==> config.mk <==
export PLATFORM = sky130hd
export DESIGN_NAME = pat_section_parser
export DESIGN_NICKNAME = d
export VERILOG_FILES = /design/src/hw/rtl/psp_pkg.sv /design/src/hw/rtl/pat_section_parser.sv /design/src/hw/rtl/psp_parser.sv /design/src/hw/rtl/psp_out_queue.sv
export SDC_FILE = /design/constraint.sdc
export NUM_CORES = 1
export LEC_CHECK = 0
export ABC_AREA = 0
export BUFFER_PORTS_ARGS = -buffer_cell sky130_fd_sc_hd__buf_2
export CAP_MARGIN = 20
export CELL_PAD_IN_SITES_DETAIL_PLACEMENT = 1
export CELL_PAD_IN_SITES_GLOBAL_PLACEMENT = 2
export CORE_AREA = 2 2 287 218
export CTS_CLUSTER_DIAMETER = 200
export CTS_CLUSTER_SIZE = 10
export DETAILED_ROUTE_END_ITERATION = 12
export DIE_AREA = 0 0 289 220
export GPL_TIMING_DRIVEN = 0
export PLACE_DENSITY = 0.82
export REMOVE_ABC_BUFFERS = 1
export SLEW_MARGIN = 0
export SYNTH_ARGS = -nofsm -noshare
export SYNTH_HDL_FRONTEND = slang
export SYNTH_HIERARCHICAL = 1
export SYNTH_SLANG_ARGS = --single-unit
==> constraint.sdc <==
create_clock -name clock -period 7.3 [get_ports clock]
set_input_delay 0.73 -clock clock [delete_from_list [all_inputs] [get_ports clock]]
set_output_delay 0.73 -clock clock [all_outputs]
set_load 0.01 [all_outputs]
==> src/hw/rtl/psp_pkg.sv <==
// Shared types, codes and the CRC-32 byte step for the PAT section parser.
package psp_pkg;

   // Result kinds
   localparam logic [1:0] KIND_ENTRY  = 2'd0;
   localparam logic [1:0] KIND_ACCEPT = 2'd1;
   localparam logic [1:0] KIND_REJECT = 2'd2;

   // Reject reasons
   localparam logic [1:0] REASON_TID      = 2'd0;
   localparam logic [1:0] REASON_SYNTAX   = 2'd1;
   localparam logic [1:0] REASON_LENGTH   = 2'd2;
   localparam logic [1:0] REASON_CRC      = 2'd3;

   // Configuration register indexes
   localparam logic CSR_WANT_TID = 1'b0;
   localparam logic CSR_MAX_LEN  = 1'b1;

   localparam logic [7:0]  RESET_TID         = 8'd0;
   localparam logic [11:0] RESET_MAX_LENGTH  = 12'd1021;
   localparam logic [11:0] MIN_LENGTH        = 12'd9;
   localparam logic [11:0] CRC_BYTES         = 12'd4;
   localparam logic [31:0] CRC_POLY          = 32'h04C1_1DB7;
   localparam logic [7:0]  VERSION_MASK      = 8'h3E;
   localparam int          QUEUE_DEPTH_DEFAULT = 4;

   typedef struct packed {
      logic [7:0] data_byte;
      logic       first_byte;
   } req_payload_type;

   typedef struct packed {
      logic [1:0]  kind;
      logic [15:0] prog_num;
      logic [12:0] pmt_pid;
      logic [15:0] stream_id;
      logic [4:0]  version_number;
      logic [7:0]  section_number;
      logic [7:0]  last_section_number;
      logic [1:0]  reject_reason;
      logic        last_result;
   } rsp_payload_type;

   typedef struct packed {
      logic [7:0]  want_tid;
      logic [11:0] max_len;
   } cfg_type;

   // Results produced by one request: count is 0, 1 or 2
   typedef struct packed {
      logic [1:0]      count;
      rsp_payload_type res0;
      rsp_payload_type res1;
   } push_type;

   // MPEG-2 CRC-32, MSB first, one byte
   function automatic logic [31:0] crc_byte(input logic [31:0] crc, input logic [7:0] b);
      logic [31:0] c;
      c = crc ^ {b, 24'h0};
      for (int i = 0; i < 8; i++) begin
         c = c[31] ? ({c[30:0], 1'b0} ^ CRC_POLY) : {c[30:0], 1'b0};
      end
      return c;
   endfunction

endpackage

==> src/hw/rtl/pat_section_parser.sv <==
// Top level of the PAT section parser: configuration registers, parser and result queue.
//
// Takes one PAT section byte per cycle, with first_byte flagging the table id byte.
// Program entries come out as their loop groups complete, ahead of the CRC check; the
// status result (accept with header fields, or reject with a reason) ends each section,
// and a consumer drops the entries of a rejected section. Each byte goes through the input
// register and the parser into the result queue, which drives rsp_valid. Sustained rate
// is one byte per cycle while the queue has room; the input register stalls only while
// the result queue (QUEUE_DEPTH entries, a power of two of at least 2) lacks room for two
// results; with QUEUE_DEPTH above 2 that happens only when the consumer holds
// rsp_ready low.
module pat_section_parser #(
   parameter int QUEUE_DEPTH = psp_pkg::QUEUE_DEPTH_DEFAULT
) (
   input  logic                      clock,
   input  logic                      reset,
   input  logic                      req_valid,
   output logic                      req_ready,
   input  psp_pkg::req_payload_type  req_payload,
   output logic                      rsp_valid,
   input  logic                      rsp_ready,
   output psp_pkg::rsp_payload_type  rsp_payload,
   input  logic                      csr_write_enable,
   input  logic                      csr_index,
   input  logic [11:0]               csr_data
);

   psp_pkg::cfg_type  cfg_ff;
   psp_pkg::push_type push;
   logic              push_valid;
   logic              queue_room;

   // Hold configuration registers
   always_ff @(posedge clock) begin
      if (reset) begin
         cfg_ff.want_tid <= psp_pkg::RESET_TID;
         cfg_ff.max_len  <= psp_pkg::RESET_MAX_LENGTH;
      end else if (csr_write_enable) begin
         case (csr_index)
            psp_pkg::CSR_WANT_TID: cfg_ff.want_tid <= csr_data[7:0];
            psp_pkg::CSR_MAX_LEN:  cfg_ff.max_len  <= csr_data;
            default: ;
         endcase
      end
   end

   psp_parser u_parser (
      .clock       (clock),
      .reset       (reset),
      .cfg         (cfg_ff),
      .req_valid   (req_valid),
      .req_ready   (req_ready),
      .req_payload (req_payload),
      .queue_room  (queue_room),
      .push_valid  (push_valid),
      .push        (push)
   );

   psp_out_queue #(
      .DEPTH (QUEUE_DEPTH)
   ) u_out_queue (
      .clock       (clock),
      .reset       (reset),
      .push_valid  (push_valid),
      .push        (push),
      .room        (queue_room),
      .rsp_valid   (rsp_valid),
      .rsp_ready   (rsp_ready),
      .rsp_payload (rsp_payload)
   );

endmodule

==> src/hw/rtl/psp_parser.sv <==
// Input register and single-pass section parsing datapath.
module psp_parser (
   input  logic                      clock,
   input  logic                      reset,
   input  psp_pkg::cfg_type          cfg,
   input  logic                      req_valid,
   output logic                      req_ready,
   input  psp_pkg::req_payload_type  req_payload,
   input  logic                      queue_room,
   output logic                      push_valid,
   output psp_pkg::push_type         push
);

   logic                     in_valid_ff, in_valid_in;
   psp_pkg::req_payload_type in_data_ff;
   logic                     advance;

   logic [11:0] pos_ff, pos_in;
   logic [11:0] len_ff, len_in;
   logic [31:0] crc_ff, crc_in;
   logic        mis_ff, mis_in;
   logic [23:0] ent_ff, ent_in;
   logic [15:0] sid_ff, sid_in;
   logic [20:0] num_ff, num_in;
   logic        skip_ff, skip_in;

   logic                    restart_hit;
   logic                    main_hit;
   psp_pkg::rsp_payload_type main_res;
   psp_pkg::rsp_payload_type restart_res;
   logic [7:0]              b;
   logic [11:0]             len_v;
   logic [11:0]             body_end;
   logic [11:0]             j_v;
   logic [11:0]             grp_v;
   logic [7:0]              want;

   // Take a new request when the register is empty or drains this cycle
   assign advance     = in_valid_ff && queue_room;
   assign req_ready   = !in_valid_ff || queue_room;
   assign in_valid_in = (req_valid && req_ready) ? 1'b1 : (advance ? 1'b0 : in_valid_ff);
   assign b           = in_data_ff.data_byte;

   always_ff @(posedge clock) begin
      if (reset) begin
         in_valid_ff <= 1'b0;
      end else begin
         in_valid_ff <= in_valid_in;
      end
      if (req_valid && req_ready) begin
         in_data_ff <= req_payload;
      end
   end

   // Restart reject for a section cut short by a new first byte
   always_comb begin
      restart_res               = '0;
      restart_res.kind          = psp_pkg::KIND_REJECT;
      restart_res.reject_reason = psp_pkg::REASON_LENGTH;
      restart_res.last_result   = 1'b1;
   end

   // Parse one byte against the current section state
   always_comb begin
      pos_in      = pos_ff;
      len_in      = len_ff;
      crc_in      = crc_ff;
      mis_in      = mis_ff;
      ent_in      = ent_ff;
      sid_in      = sid_ff;
      num_in      = num_ff;
      skip_in     = skip_ff;
      restart_hit = 1'b0;
      main_hit    = 1'b0;
      main_res    = '0;
      len_v       = {ent_ff[3:0], b};
      body_end    = len_ff - psp_pkg::CRC_BYTES;
      j_v         = '0;
      grp_v       = '0;
      want        = '0;

      if (in_data_ff.first_byte) begin
         restart_hit = !skip_ff;
         skip_in     = 1'b0;
         pos_in      = '0;
         len_in      = '0;
         crc_in      = '1;
         mis_in      = 1'b0;
         ent_in      = '0;
         sid_in      = '0;
         num_in      = '0;
      end

      if (!skip_in) begin
         if (len_in == '0) begin
            // Prefix: table id, flags with length high nibble, length low byte
            case (pos_in)
               12'd0: begin
                  if (b != cfg.want_tid) begin
                     main_hit               = 1'b1;
                     main_res.kind          = psp_pkg::KIND_REJECT;
                     main_res.reject_reason = psp_pkg::REASON_TID;
                     main_res.last_result   = 1'b1;
                     skip_in                = 1'b1;
                  end else begin
                     crc_in = psp_pkg::crc_byte(crc_in, b);
                     pos_in = 12'd1;
                  end
               end
               12'd1: begin
                  if (!b[7]) begin
                     main_hit               = 1'b1;
                     main_res.kind          = psp_pkg::KIND_REJECT;
                     main_res.reject_reason = psp_pkg::REASON_SYNTAX;
                     main_res.last_result   = 1'b1;
                     skip_in                = 1'b1;
                  end else begin
                     crc_in = psp_pkg::crc_byte(crc_in, b);
                     ent_in = {20'h0, b[3:0]};
                     pos_in = 12'd2;
                  end
               end
               default: begin
                  len_v  = {ent_in[3:0], b};
                  crc_in = psp_pkg::crc_byte(crc_in, b);
                  if (len_v < psp_pkg::MIN_LENGTH || len_v > cfg.max_len) begin
                     main_hit               = 1'b1;
                     main_res.kind          = psp_pkg::KIND_REJECT;
                     main_res.reject_reason = psp_pkg::REASON_LENGTH;
                     main_res.last_result   = 1'b1;
                     skip_in                = 1'b1;
                  end else begin
                     len_in = len_v;
                     pos_in = '0;
                     ent_in = '0;
                  end
               end
            endcase
         end else if (pos_in < body_end) begin
            // Body: header fields, then 4-byte program loop groups
            crc_in = psp_pkg::crc_byte(crc_in, b);
            grp_v  = pos_in - 12'd5;
            if (pos_in < 12'd2) begin
               sid_in = {sid_in[7:0], b};
            end else if (pos_in == 12'd2) begin
               num_in = {5'((b & psp_pkg::VERSION_MASK) >> 1), 16'h0};
            end else if (pos_in == 12'd3) begin
               num_in[15:8] = b;
            end else if (pos_in == 12'd4) begin
               num_in[7:0] = b;
            end else if (grp_v[1:0] == 2'd3) begin
               main_hit                = 1'b1;
               main_res.kind           = psp_pkg::KIND_ENTRY;
               main_res.prog_num       = ent_in[23:8];
               main_res.pmt_pid        = {ent_in[4:0], b};
               ent_in                  = '0;
            end else begin
               ent_in = {ent_in[15:0], b};
            end
            pos_in = pos_in + 12'd1;
         end else begin
            // Trailer: compare against the running CRC, MSB byte first
            j_v = pos_in - body_end;
            case (j_v[1:0])
               2'd0:    want = crc_in[31:24];
               2'd1:    want = crc_in[23:16];
               2'd2:    want = crc_in[15:8];
               default: want = crc_in[7:0];
            endcase
            if (want != b) begin
               mis_in = 1'b1;
            end
            if (({1'b0, pos_in} + 13'd1) >= {1'b0, len_in}) begin
               main_hit             = 1'b1;
               main_res.last_result = 1'b1;
               skip_in              = 1'b1;
               if (mis_in) begin
                  main_res.kind          = psp_pkg::KIND_REJECT;
                  main_res.reject_reason = psp_pkg::REASON_CRC;
               end else begin
                  main_res.kind                = psp_pkg::KIND_ACCEPT;
                  main_res.stream_id           = sid_in;
                  main_res.version_number      = num_in[20:16];
                  main_res.section_number      = num_in[15:8];
                  main_res.last_section_number = num_in[7:0];
               end
            end else begin
               pos_in = pos_in + 12'd1;
            end
         end
      end
   end

   // Pack up to two results for the output queue
   always_comb begin
      push = '0;
      if (restart_hit) begin
         push.res0  = restart_res;
         push.res1  = main_res;
         push.count = main_hit ? 2'd2 : 2'd1;
      end else begin
         push.res0  = main_res;
         push.res1  = '0;
         push.count = main_hit ? 2'd1 : 2'd0;
      end
   end

   assign push_valid = advance;

   // Hold section state, advance on each parsed byte
   always_ff @(posedge clock) begin
      if (reset) begin
         pos_ff  <= '0;
         len_ff  <= '0;
         crc_ff  <= '1;
         mis_ff  <= 1'b0;
         ent_ff  <= '0;
         sid_ff  <= '0;
         num_ff  <= '0;
         skip_ff <= 1'b1;
      end else if (advance) begin
         pos_ff  <= pos_in;
         len_ff  <= len_in;
         crc_ff  <= crc_in;
         mis_ff  <= mis_in;
         ent_ff  <= ent_in;
         sid_ff  <= sid_in;
         num_ff  <= num_in;
         skip_ff <= skip_in;
      end
   end

   a_two_only_on_first: assert property (@(posedge clock) disable iff (reset)
      (advance && push.count == 2'd2) |-> in_data_ff.first_byte)
      else $error("two results from a byte without the first flag");

   a_length_in_range: assert property (@(posedge clock) disable iff (reset)
      (len_ff != '0) |-> (len_ff >= psp_pkg::MIN_LENGTH))
      else $error("open section with a length below the minimum");

   a_entry_not_last: assert property (@(posedge clock) disable iff (reset)
      (advance && push.count != 2'd0 && push.res0.kind == psp_pkg::KIND_ENTRY)
      |-> !push.res0.last_result)
      else $error("program entry marked as last result");

   a_status_then_skip: assert property (@(posedge clock) disable iff (reset)
      (advance && main_hit && main_res.last_result) |=> skip_ff)
      else $error("parser did not skip after a status result");

endmodule

==> src/hw/rtl/psp_out_queue.sv <==
// Result queue that takes up to two results a cycle and returns one.
module psp_out_queue #(
   parameter int DEPTH = psp_pkg::QUEUE_DEPTH_DEFAULT
) (
   input  logic                      clock,
   input  logic                      reset,
   input  logic                      push_valid,
   input  psp_pkg::push_type         push,
   output logic                      room,
   output logic                      rsp_valid,
   input  logic                      rsp_ready,
   output psp_pkg::rsp_payload_type  rsp_payload
);

   localparam int AW = $clog2(DEPTH);
   localparam int CW = $clog2(DEPTH + 1);

   psp_pkg::rsp_payload_type mem_ff [DEPTH];
   logic [AW-1:0] wr_ptr_ff, wr_ptr_in;
   logic [AW-1:0] rd_ptr_ff, rd_ptr_in;
   logic [CW-1:0] count_ff, count_in;
   logic [CW-1:0] push_n;
   logic          pop;

   assign push_n      = push_valid ? CW'(push.count) : '0;
   assign pop         = rsp_valid && rsp_ready;
   assign rsp_valid   = (count_ff != '0);
   assign rsp_payload = mem_ff[rd_ptr_ff];
   assign room        = (count_ff <= CW'(DEPTH - 2));

   assign wr_ptr_in = wr_ptr_ff + AW'(push_n);
   assign rd_ptr_in = rd_ptr_ff + AW'(pop);
   assign count_in  = count_ff + push_n - CW'(pop);

   // Advance pointers and occupancy
   always_ff @(posedge clock) begin
      if (reset) begin
         wr_ptr_ff <= '0;
         rd_ptr_ff <= '0;
         count_ff  <= '0;
      end else begin
         wr_ptr_ff <= wr_ptr_in;
         rd_ptr_ff <= rd_ptr_in;
         count_ff  <= count_in;
      end
   end

   // Store the results in order
   always_ff @(posedge clock) begin
      if (push_n != '0) begin
         mem_ff[wr_ptr_ff] <= push.res0;
      end
      if (push_n == CW'(2)) begin
         mem_ff[wr_ptr_ff + AW'(1)] <= push.res1;
      end
   end

endmodule

==> results.txt, run 1 <==
- Global-route congestion overflow total: 0
- Worst setup EP type: register
* Start point of the critical path: u_parser/in_data_ff[0]$_DFFE_PP_
- In this run the vertical extent of the chip is 220 um.
- Yosys mapped a number of flops with a built-in enable equal to 293.
- Yosys top cell area share: 36.39%
- Gate count of the mapped netlist: 1956
* Share of power burned in the clock network: 35.3%
- Net Switching: 1.866 mW
* Share of cells above drive strength 1: 25.16%
- Cell area after synthesis: 24180 um2
- Entering global routing, the biggest net connects 83 pins.
- Outcome: finished clean
* I/O pin count: 100
- The final hold violation count is 0.
* Switching power share of the total: 28.80%
- In this design, the critical path's most frequently occurring cell is sky130_fd_sc_hd__buf_16.
* # rows: 79
- The count of nets left with antenna violations once routing finished came out at 0.
- Setup-failing EPs final: 0
- Part of the total power dissipated in sequential elements: 44.1%
* Clock Tree Root: sky130_fd_sc_hd__clkbuf_16
* Filler Cell Count: 6367
* CTS tree: done
* Final sum of negative setup slack: 0 ps
* GRT Util Overall: 22.45%
- The largest single stage delay on the critical path is 890 ps.
* Cells along the critical path: buf_16, buf_16, nor2b_1, inv_1, ha_1, fa_1, nand2b_1, a21oi_1, nor3_2, o21ai_1, o21ai_2, a211oi_1, ha_1, nand3b_1, or3_4, buf_16, mux2_1
* Initial antenna violation count: 0
* Core Area: 61090 um2
- The number of antenna diodes in the final layout is 0.
- Slowest-stage cell, CP: sky130_fd_sc_hd__o21ai_1
- Of all flip-flops after synthesis, the portion carrying an async set or reset was 0%.
- Clock Skew: 21.64 ps
* Final worst setup slack: 242.2 ps
- H-tree depth: 2
- Of all nets on the critical path, the largest fanout is 45.
- The number of cells on the worst reg-to-reg path is 17.
- Post-DR wirelength/cell: 24.87 um
* Crit path DAT: 7380 ps
* Tightest Pin Transition: 1170 ps
* Area contributors post-synth: sky130_fd_sc_hd__edfxtp_1 36%, sky130_fd_sc_hd__dfxtp_1 12%, sky130_fd_sc_hd__mux2_2 9.8%
- Setup repair after global routing left no endpoint under its margin.
- Max frequency: 0.1417 GHz
- Internal power: 4.613 mW
* Worst R2R End: u_out_queue/mem_ff[1][51]$_DFFE_PP_
* Fraction of the cycle the final worst path needs: 96.68%
* Total power: 6.479 mW
* Synthesis Warnings: 6
- The routed layout has 16.47k vias.
- For this design the ratio of total power to cell area is 238.2 nW/um2.
* Die footprint: 63580 um2
* Post-layout net count: 2093
- Die X: 289 um
* Maximum resistive drop on vdd: 0.0001439 V
* Startpoint Class: register
- Worst setup path end: u_out_queue/mem_ff[1][51]$_DFFE_PP_
- For this run, the leading register cell type out of synthesis is sky130_fd_sc_hd__edfxtp_1.
- Routability Congestion: 0.8507
- Across all register-to-register paths, the minimum setup slack is 240 ps.
* Number of iterations in the first detailed-routing pass: 5
- Max Cap Viol: 0
- Synthesis inferred 440 register bits.
- Syn Area/Cell: 12.36 um2
- Combinational cell fraction of total power: 20.6%
- Post-synthesis sequential area ratio: 48.57%
* Buffer depth of the longest clock path: 3
- The total count of max-transition violations in the final report is 0.
- Leaving out fill and tap cells, the most frequent cells in the layout are 293 x sky130_fd_sc_hd__edfxtp_1, 210 x sky130_fd_sc_hd__mux2_2, 145 x sky130_fd_sc_hd__dfxtp_1.
- Routed wire length: 71450 um
* Number of global-route vias before repair: 17.07k
* Routed via count divided by cell count: 5.733
* Worst hold path type: in2reg
- Port Buf Inserts: 99
* TritonCTS buffer count: 49
- The worst setup path is of the reg2reg kind.
* Clock transition at the register clock pins on the worst setup and hold paths after CTS: 60 ps
- Biggest area consumer among synthesized cells: sky130_fd_sc_hd__edfxtp_1
- Once the floorplan was initialized, standard cells occupied 39.58% of the core.
- The first global-routing pass estimated 108200 um of wire.
* Remaining max-slew budget at the tightest pin: 21.80%
- The number of hold buffers added after CTS was 0.
- Most common cell after layout, fill and taps aside: sky130_fd_sc_hd__edfxtp_1
- Leakage power: 10.36 nW
* Required time of the worst setup path: 7620 ps
- Post-route DRC violation count: 0
- Post-Place Worst Slack: -49.11 ps
- The clock reaches the later pin of the worst-skew pair after 590 ps.
* DP Wirelength: 47030 um
- Count of cell types in the netlist: 79
* Number of design-rule violations left by the first detailed-router iteration: 1171
- Tmin final: 7058 ps
- The area growth from synthesis to layout is 12.52%.
* Number of clock sinks: 440
- Critical R2R Launch: u_parser/in_data_ff[0]$_DFFE_PP_
worst min path at each step:
stage	slack, ps	cells past startpoint	endpoint	from
2_1_floorplan	430	2	u_parser/mis_ff$_SDFFE_PP0P_	u_parser/mis_ff$_SDFFE_PP0P_
3_3_place_gp	450	1	u_parser/ent_ff[17]$_SDFFE_PP0P_	u_parser/ent_ff[17]$_SDFFE_PP0P_
3_5_place_dp	450	1	cfg_ff[2]$_SDFFE_PP1P_	cfg_ff[2]$_SDFFE_PP1P_
4_1_cts	300	1	u_parser/b[5]$_DFFE_PP_	req_payload[6]
5_1_grt	300	1	u_parser/b[5]$_DFFE_PP_	req_payload[6]
6_report	330	1	u_parser/in_data_ff[0]$_DFFE_PP_	req_payload[0]
timing repair:
action                     4_1_cts  5_1_grt
gates resized for setup          2        2
setup endpoints to repair       47      185
setup buffers                    0        4
pin swaps                        0        1
stage by stage:
stage / instance area, um2 / utilization, % / hold slack, ps / instances
final: 27200 / 44.53 / 326.2 / 2873
after global routing: 27200 / 44.53 / 295.9 / 2873
after CTS: 27130 / 44.42 / 296.5 / 2865
after detailed placement: 25710 / 42.09 / 450.4 / 2775
after global placement: 24790 / 40.58 / 450.0 / 2735
after floorplan: 23280 / - / 425.1 / 1826
synthesized netlist by cell type, drive strengths merged, types with 8 or more instances:
| cell | number |
|---|---|
| nand3 | 23 |
| o22ai | 27 |
| a211oi | 15 |
| nor3 | 37 |
| xor2 | 45 |
| inv | 31 |
| a21oi | 46 |
| ha | 40 |
| nand2 | 97 |
| nor2 | 100 |
| nand4bb | 10 |
| o21ai | 56 |
| buf | 140 |
| a211o | 10 |
| clkbuf | 58 |
| o211ai | 15 |
| nand4 | 13 |
| dfxtp | 147 |
| o31ai | 14 |
| xnor2 | 66 |
| nor4 | 9 |
| nand2b | 16 |
| a22o | 49 |
| nor2b | 20 |
| and2 | 70 |
| edfxtp | 293 |
| a22oi | 13 |
| a31oi | 12 |
| mux2 | 286 |
| mux4 | 79 |
| o21a | 8 |
| and3 | 15 |
cell type report:
type                       count  area, um2  area share (%)
inverter                      33      125.1          0.4600
clock buffer                  89       1398           5.138
clock inverter                 1      16.27         0.05979
timing repair buffer         147       1403           5.156
multi-input combinational   1353      11500           42.27
sequential                   440      11750           43.19
tap                          810       1013           3.726
state kept, by name, summed over array words and instances, names as in the netlist, 2 cells and up:
signal                 flops
u_out_queue/rd_ptr_ff      2
u_parser/sid_ff           16
cfg_ff                    20
u_parser/ent_ff           24
u_parser/crc_ff           32
u_out_queue/mem_ff       284
u_out_queue/count_ff       3
u_parser/len_ff           12
u_out_queue/wr_ptr_ff      2
u_parser/num_ff           21
u_parser/pos_ff           12
u_parser/b                 8
power by group through the flow:
stage | logic [mW] | registers (mW) | clock network, mW
final | 1.33 | 2.86 | 2.29
after global placement | 1.18 | 3.04 | 0
after floorplan | 0.782 | 2.92 | 0
after global routing | 1.44 | 2.87 | 2.44
after detailed placement | 1.33 | 2.91 | 0
after CTS | 1.34 | 2.86 | 2.34
layer usage:
metal	wire length [um]	part of all wire, %	track usage (%)	vias to the layer above
li1	-	-	-	7424
met1	32150	45	30.95	8480
met2	33290	47	36.40	475
met3	4379	6.1	3.872	91
met4	1634	2.3	6.203	0
met5	0	0	0	-
worst max-delay path: cells and delay by family, from the launching register on:
kind	cells	cell delay, ps
buf+inv	4	960
flops	1	700
simple gates	5	1690
mux	1	390
compound gates	4	1920
fa+ha+maj	3	1030
kinds of logic after synthesis:
| kind of cell | count (synthesis) | synth area share [%] |
|---|---|---|
| AOI/OAI and AO/OA | 320 | 9.306 |
| DFF | 440 | 48.57 |
| other | 1 | 0.01551 |
| adders and majority gates | 42 | 2.236 |
| xor gates and xnor gates | 112 | 4.146 |
| and+or+nand+nor | 441 | 9.606 |
| muxes | 369 | 20.85 |
| buffers and inverters | 231 | 5.279 |
Power figures use the tool's default switching activity.
==> run 2: changes to the inputs <==
--- a/config.mk
+++ b/config.mk
@@ -10,11 +10,11 @@
 export CAP_MARGIN = 20
 export CELL_PAD_IN_SITES_DETAIL_PLACEMENT = 1
 export CELL_PAD_IN_SITES_GLOBAL_PLACEMENT = 2
-export CORE_AREA = 2 2 287 218
+export CORE_AREA = 2 2 263 239
 export CTS_CLUSTER_DIAMETER = 200
 export CTS_CLUSTER_SIZE = 10
 export DETAILED_ROUTE_END_ITERATION = 12
-export DIE_AREA = 0 0 289 220
+export DIE_AREA = 0 0 265 241
 export GPL_TIMING_DRIVEN = 0
 export PLACE_DENSITY = 0.82
 export REMOVE_ABC_BUFFERS = 1
==> run 2 against run 1 <==
  * Cell count fell by 0.94%
  * Total power fell by 0.79%
  * Clock power barely moved
==> results.txt, run 2 (synthesized netlist as in run 1, its figures left out) <==
* Most common cell after layout, fill and taps aside: sky130_fd_sc_hd__edfxtp_1
* Core Area: 60900 um2 (-0.30%)
* Number of iterations in the first detailed-routing pass: 5 (unchanged)
* Number of placed cells counting well taps: 2755 (-0.72%)
* Clock transition at the register clock pins on the worst setup and hold paths after CTS: 60 ps (about the same)
* Total via count in the routed design: 16.14k (-2.0%)
- The final-layout fill cell count was 6321 (-0.72%).
- CTS tree: done
* Combinational cell fraction of total power: 19.9% (-0.7 points)
* Post-DR wirelength/cell: 24.02 um (-3.4%)
- In this run the worst hold path is classified as in2reg.
- Tightest Pin Transition: 1199 ps (+29.06 ps)
* Net Switching: 1.832 mW (-1.8%)
- Slowest-stage cell, CP: sky130_fd_sc_hd__or3_4
- The number of CTS-inserted buffers was 49 (unchanged).
* RSZ-0062 raised after global routing: false
* Number of endpoints with negative hold slack in the final report: 0 (unchanged)
- Outcome: finished clean
* Switching power share of the total: 28.50% (-0.30 points)
- The total number of placement rows was 86 (+8.9%).
- Clock tree synthesis selected as its root buffer the cell sky130_fd_sc_hd__clkbuf_16.
- The count of maximum capacitance violations came to 0 (unchanged).
* Global-route congestion overflow total: 0 (unchanged)
- Delay of the slowest critical-path stage: 700 ps (-190 ps)
* CP max FO: 41 (-8.9%)
- Share of cells above drive strength 1: 24.98% (-0.18 points)
* Remaining max-slew budget at the tightest pin: 19.78% (-2.0 points)
- Post-layout net count: 2088 (-0.24%)
- Antenna Diode Count: 0 (unchanged)
* Number of design-rule violations left by the first detailed-router iteration: 925 (-21%)
- The area growth from synthesis to layout is 12.06%.
- The highest attainable clock frequency came to 0.1474 GHz (+4.0%).
* Maximum number of pins on one net before global-route repair: 79 (-4.8%)
- The total internal power came to 4.596 mW (-0.36%).
- The smallest setup slack after layout came to 516.9 ps (+274.7 ps).
- The global-route wire length before repair is 105100 um (-2.8%).
- The post-cts repair resize count is 0 (-2).
* Leakage power: 10.31 nW (-0.45%)
- Setup CP Type: reg2reg
- Post-CTS Repair Setup Buffers: 0 (unchanged)
- The total power divided by cell area was 237.3 nW/um2 (-0.38%).
- Worst setup EP type: register
- Routability Congestion: 0.8523 (+0.19%)
* Most frequent cells in the layout: 293 x sky130_fd_sc_hd__edfxtp_1, 210 x sky130_fd_sc_hd__mux2_2, 145 x sky130_fd_sc_hd__dfxtp_1
- Die footprint: 63870 um2 (+0.45%)
* Required time of the worst setup path: 7630 ps (about the same)
* Buffers and inverters on the worst path: 3 (-1)
* Maximum resistive drop on vdd: 0.0001718 V (+19%)
- The proportion of power drawn by the clock network came to 35.5% (+0.2 points).
- Port Buf Inserts: 99 (unchanged)
* DP Wirelength: 44920 um (-4.5%)
- Cells along the critical path: buf_16, buf_16, nand3b_1, nor3_4, and3_1, nand2_1, xor2_1, nor2_1, ha_1, a211oi_1, o21ai_0, a211oi_1, o21ai_1, o21ai_1, a211oi_1, ha_1, nand3b_1, or3_4, buf_16, mux2_1
- Setup-failing EPs final: 0 (unchanged)
- The share of the clock period used by the worst path was 92.92% (-3.8 points).
- Part of the total power dissipated in sequential elements: 44.5% (+0.4 points)
- Regs by FF count: u_out_queue/mem_ff (284), u_parser/crc_ff (32), u_parser/ent_ff (24)
- Chip height: 241 um (+9.5%)
- The final routed wirelength across all metal layers is 68370 um (-4.3%).
* Pins over their slew limit: 0 (unchanged)
* Post-Place Worst Slack: 277.3 ps (+326.5 ps)
- The die span in x came to 265 um (-8.3%).
- Buffer depth of the longest clock path: 3 (unchanged)
- GRT Util Overall: 21.45% (-1.0 points)
* Initial core utilization: 39.70% (+0.12 points)
- Initial antenna violation count: 0 (unchanged)
- Post-route DRC violation count: 0 (unchanged)
* Startpoint Class: register
- H-tree depth: 2 (unchanged)
- The count of clock tree sinks is 440 (unchanged).
* Crit path DAT: 7110 ps (-270 ps)
* Antenna viol nets, final: 0 (unchanged)
- Tmin final: 6783 ps (-274.7 ps)
* Count of non-filler cells in the finished layout: 2846 (-0.94%)
- The number of global-route vias before repair is 17.39k (+1.9%).
- The flip-flop count of the largest register after layout is 284 (unchanged).
- Largest delay share family, worst path: simple AND/OR/NAND/NOR gates
* Routed via count divided by cell count: 5.671 (-1.1%)
- The sum of internal, switching and leakage power is 6.428 mW (-0.79%).
- The setup skew after layout is 24.91 ps (+3.271 ps).
* Most flops, register: u_out_queue/mem_ff
- The number of ports placed on the die boundary is 100 (unchanged).
- Cts hold-fix bufs: 0 (unchanged)
- Latest clock arrival within the worst-skew pair: 600 ps (about the same)
-- run 2: changes by cell type in the layout (fill, tap and decap cells not counted), sizes merged --
| cell | before | now |
|---|---|---|
| buf | 147 | 139 |
| clkbuf | 89 | 87 |
| inv | 31 | 32 |
-- run 2: layout make-up --
cell class | count | area, um2 | share of cell area, %
flip-flops and latches | 440 | 11750 | 43.37
repair buffers | 142 | 1323 | 4.882
clock inverters | 2 | 36.28 | 0.1339
multi-input cells | 1353 | 11490 | 42.41
inverters | 33 | 125.1 | 0.4618
clock buffers | 84 | 1379 | 5.089
well taps | 792 | 991.0 | 3.658
-- run 2: path summary, 6_finish.rpt --
path / to / slack [ps] / start / depth (start not counted)
max: u_out_queue/mem_ff[1][1]$_DFFE_PP_ / 520 / u_parser/in_data_ff[0]$_DFFE_PP_ / 20
min: u_parser/b[2]$_DFFE_PP_ / 310 / req_payload[3] / 1
max reg2reg: u_out_queue/mem_ff[1][1]$_DFFE_PP_ / 520 / u_parser/in_data_ff[0]$_DFFE_PP_ / 20
min reg2reg: cfg_ff[9]$_SDFFE_PP1P_ / 460 / cfg_ff[9]$_SDFFE_PP1P_ / 1
-- run 2: power groups by stage --
stage | clock network, mW | registers [mW] | logic (mW)
floorplan | 0 | 2.92 | 0.782
global placement | 0 | 3.04 | 1.17
detailed placement | 0 | 2.92 | 1.29
CTS | 2.35 | 2.87 | 1.29
global route | 2.44 | 2.88 | 1.38
finish | 2.28 | 2.86 | 1.28
-- run 2: stage by stage --
| stage | util (%) | hold WS [ps] | area [um2] | setup TNS [ps] |
|---|---|---|---|---|
| floorplan | - | 425.1 | 23280 | -835380 |
| global placement | 40.66 | 449.1 | 24770 | -4558880 |
| detailed placement | 42.08 | 454.0 | 25630 | 0 |
| CTS | 44.41 | 278.3 | 27040 | 0 |
| global route | 44.48 | 291.4 | 27090 | 0 |
| finish | 44.48 | 309.2 | 27090 | 0 |
-- run 2: metal layers --
metal | part of all wire (%) | up-vias | GRT usage [%] | wire (um)
li1 | - | 7401 | - | -
met2 | 50 | 364 | 38.63 | 34460
met3 | 4.7 | 108 | 3.469 | 3238
met1 | 42 | 8266 | 26.21 | 28600
met4 | 3.0 | 0 | 7.105 | 2059
met5 | 0 | - | 0 | 0
==> run 3: changes to the inputs <==
--- a/config.mk
+++ b/config.mk
@@ -10,13 +10,14 @@
 export CAP_MARGIN = 20
 export CELL_PAD_IN_SITES_DETAIL_PLACEMENT = 1
 export CELL_PAD_IN_SITES_GLOBAL_PLACEMENT = 2
-export CORE_AREA = 2 2 263 239
+export CORE_AREA = 2 2 259 236
+export CTS_BUF_LIST = sky130_fd_sc_hd__clkbuf_2 sky130_fd_sc_hd__clkbuf_4 sky130_fd_sc_hd__clkbuf_8
 export CTS_CLUSTER_DIAMETER = 200
 export CTS_CLUSTER_SIZE = 10
 export DETAILED_ROUTE_END_ITERATION = 12
-export DIE_AREA = 0 0 265 241
+export DIE_AREA = 0 0 261 238
 export GPL_TIMING_DRIVEN = 0
-export PLACE_DENSITY = 0.82
+export PLACE_DENSITY = 0.84
 export REMOVE_ABC_BUFFERS = 1
 export SLEW_MARGIN = 0
 export SYNTH_ARGS = -nofsm -noshare
==> run 3 against run 2 <==
  * Core utilization rose by 0.57 points
  * Total power fell by 8.7%
  * Critical endpoint is now u_out_queue/mem_ff[1][11]$_DFFE_PP_
  * Cell count fell by 0.14%
  * Critical path type unchanged
  * Non-clock buffer count rose by 4
  * Clock power fell by 25%
  * Worst hold slack got worse by 38 ps
  * Wire length fell by 0.76%
==> results.txt, run 3 (synthesized netlist as in run 1, its figures left out) <==
* Min-Delay Path Depth: 1 (unchanged)
- The setup skew after layout came to 29.88 ps (+4.970 ps).
* Worst setup EP type: register
* Number of endpoints with negative hold slack in the final report: 0 (unchanged)
- The total count of max-transition violations in the final report is 0 (unchanged).
- Count of non-filler cells in the finished layout: 2842 (-0.14%)
- The number of cells on the worst reg-to-reg path is 21 (+5.0%).
- Most common cell after layout, fill and taps aside: sky130_fd_sc_hd__edfxtp_1
- Remaining max-slew budget at the tightest pin: 19.33% (-0.45 points)
- Tmin final: 7142 ps (+359.4 ps)
* # rows: 85 (-1.2%)
- The leakage dissipation is 10.21 nW (-0.96%).
- Global-route congestion overflow total: 0 (unchanged)
- The estimated wirelength of the detail-placed design is 44490 um (-0.95%).
* Post-route DRC violation count: 0 (unchanged)
- The iteration-0 DRC count of the detailed router is 1202 (+30%).
* Latest clock arrival within the worst-skew pair: 640 ps (+40 ps)
- The remaining number of nets flagged by the antenna check after routing came to 0 (unchanged).
- The area growth from synthesis to layout is 10.58%.
- TritonCTS built the clock tree.
* Most flops, register: u_out_queue/mem_ff
* Worst hold path type: in2reg
- The worst-path maximum fanout came to 40 (-2.4%).
* Clock transition at the register clock pins on the worst setup and hold paths after CTS: 80 ps (+20 ps)
- Buffer depth of the longest clock path: 3 (unchanged)
* GRT Util Overall: 21.77% (+0.32 points)
- Filler Cell Count: 6163 (-2.5%)
- Setup-failing EPs final: 0 (unchanged)
- Final worst setup slack: 157.5 ps (-359.4 ps)
- The share of layout cells above drive strength 1 was 26.86% (+1.9 points).
- The floorplan core area was 59340 um2 (-2.6%).
* Chip height: 238 um (-1.2%)
* Max Cap Viol: 0 (unchanged)
* Initial antenna violation count: 0 (unchanged)
- The worst setup path is launched from a register.
* Global-route wire length before repair: 104200 um (-0.87%)
- The critical path data required time is 7660 ps (+30 ps).
* Die X: 261 um (-1.5%)
- Slowest-stage cell, CP: sky130_fd_sc_hd__or3_4
- The worst-case setup slack after placement was -564.1 ps (-841.4 ps).
- Clock Tree Root: sky130_fd_sc_hd__clkbuf_8
- Total power: 5.869 mW (-8.7%)
* Maximum resistive drop on vdd: 0.0001433 V (-17%)
* Routed via count divided by cell count: 5.758 (+1.5%)
- Cells along the critical path: buf_16, buf_16, buf_16, nand3b_1, nor3_4, and3_1, nand2_1, xor2_1, nor2_1, ha_1, a211oi_1, o21ai_0, a211oi_1, o21ai_0, o21ai_4, a211oi_1, ha_1, nand3b_1, or3_4, buf_16, mux2_1
- Routed wire length: 67850 um (-0.76%)
- The peak per-stage delay on the critical path is 710 ps (about the same).
- TritonCTS buffer count: 49 (unchanged)
* Final sum of negative setup slack: 0 ps (unchanged)
- Number of global-route vias before repair: 17.47k (+0.46%)
- Cell Pwr Density: 219.5 nW/um2 (-7.5%)
* Number of placed cells counting well taps: 2745 (-0.36%)
- The run finished with clean final reports.
- Number of clock sinks: 440 (unchanged)
* Maximum number of pins on one net before global-route repair: 66 (-16%)
* Fraction of the cycle the final worst path needs: 97.84% (+4.9 points)
- Initial core utilization: 40.74% (+1.0 points)
- The critical path is of the reg2reg type.
- The count of TritonRoute iterations in the first routing pass came to 6 (+1).
- Post-layout net count: 2093 (+0.24%)
- The number of antenna repair diodes is 0 (unchanged).
- Most frequent cells in the layout: 293 x sky130_fd_sc_hd__edfxtp_1, 210 x sky130_fd_sc_hd__mux2_2, 145 x sky130_fd_sc_hd__dfxtp_1
- In the final layout, the registers with the most flip-flops are u_out_queue/mem_ff (284), u_parser/crc_ff (32), u_parser/ent_ff (24).
- The slew of the pin with the lowest slew margin was 1206 ps (+6.756 ps).
- H-tree depth: 2 (unchanged)
* Cell occurring most often along the worst timing path: sky130_fd_sc_hd__buf_16
- Routability Congestion: 0.8618 (+1.1%)
* Port Buf Inserts: 99 (unchanged)
- Die footprint: 62120 um2 (-2.7%)
- The number of ports placed on the die boundary was 100 (unchanged).
* Crit path DAT: 7500 ps (+390 ps)
- Total via count in the routed design: 16.36k (+1.4%)
- Setup repair after global routing left no endpoint under its margin.
* Max frequency: 0.1400 GHz (-5.0%)
* Post-DR wirelength/cell: 23.87 um (-0.62%)
- Largest register FFs: 284 (unchanged)
[run 3: cell count changes in the layout (fill, tap and decap cells not counted), sizes merged]
cell,delta
buf,+6
inv,+1
clkinv,-1
clkbuf,-2
or3,+1
[run 3: final timing paths]
path / start / to / slack (ps)
max: u_parser/in_data_ff[0]$_DFFE_PP_ / u_out_queue/mem_ff[1][11]$_DFFE_PP_ / 160
min: req_payload[3] / u_parser/b[2]$_DFFE_PP_ / 270
max reg2reg: u_parser/in_data_ff[0]$_DFFE_PP_ / u_out_queue/mem_ff[1][11]$_DFFE_PP_ / 160
min reg2reg: cfg_ff[4]$_SDFFE_PP1P_ / cfg_ff[4]$_SDFFE_PP1P_ / 470
[run 3: critical path: cells and delay by family (launching register included)]
family,cells,cell delay (ps)
adder cells (fa/ha/maj),2,670
buffers and inverters,4,810
AND/OR/NAND/NOR,7,2360
multiplexers,1,360
AO/OA/AOI/OAI,6,1980
XOR/XNOR,1,160
flip-flops,1,440
[run 3: area by class of cell]
type / instances / area, um2 / area share (%)
inverter: 33 / 125.1 / 0.4680
timing repair buffer: 146 / 1406 / 5.260
multi-input combinational: 1354 / 11510 / 43.07
clock buffer: 84 / 937.1 / 3.505
sequential: 440 / 11750 / 43.95
clock inverter: 2 / 22.52 / 0.08424
tap: 783 / 979.7 / 3.665
[run 3: layer usage]
| layer | part of all wire, % | wire [um] | vias up | track usage [%] |
|---|---|---|---|---|
| met3 | 4.7 | 3178 | 122 | 3.070 |
| met5 | 0 | 0 | - | 0 |
| met4 | 3.3 | 2268 | 0 | 7.455 |
| li1 | - | - | 7421 | - |
| met1 | 42 | 28720 | 8404 | 27.51 |
| met2 | 50 | 33680 | 417 | 38.08 |
[run 3: through the flow]
stage               cell area [um2]  util [%]  hold WS [ps]
floorplan                     23280         -         425.1
global placement              24750     41.71         447.7
detailed placement            25670     43.25         447.5
CTS                           26650     44.91         221.1
global route                  26730     45.05         225.5
finish                        26730     45.05         271.0
[run 3: timing repair]
item	4_1_cts	5_1_grt
buffers inserted	2	2
pin swaps	2	2
gates resized for setup	2	1
gates cloned	0	1
hold buffers	0	0
endpoints found under the setup margin	184	94
[run 3: where the power goes]
group | switching (mW) | internal [mW] | total (mW)
Combinational | 0.730 | 0.614 | 1.34
Sequential | 0.0950 | 2.72 | 2.81
Clock | 0.906 | 0.807 | 1.71
Total | 1.73 | 4.14 | 5.87
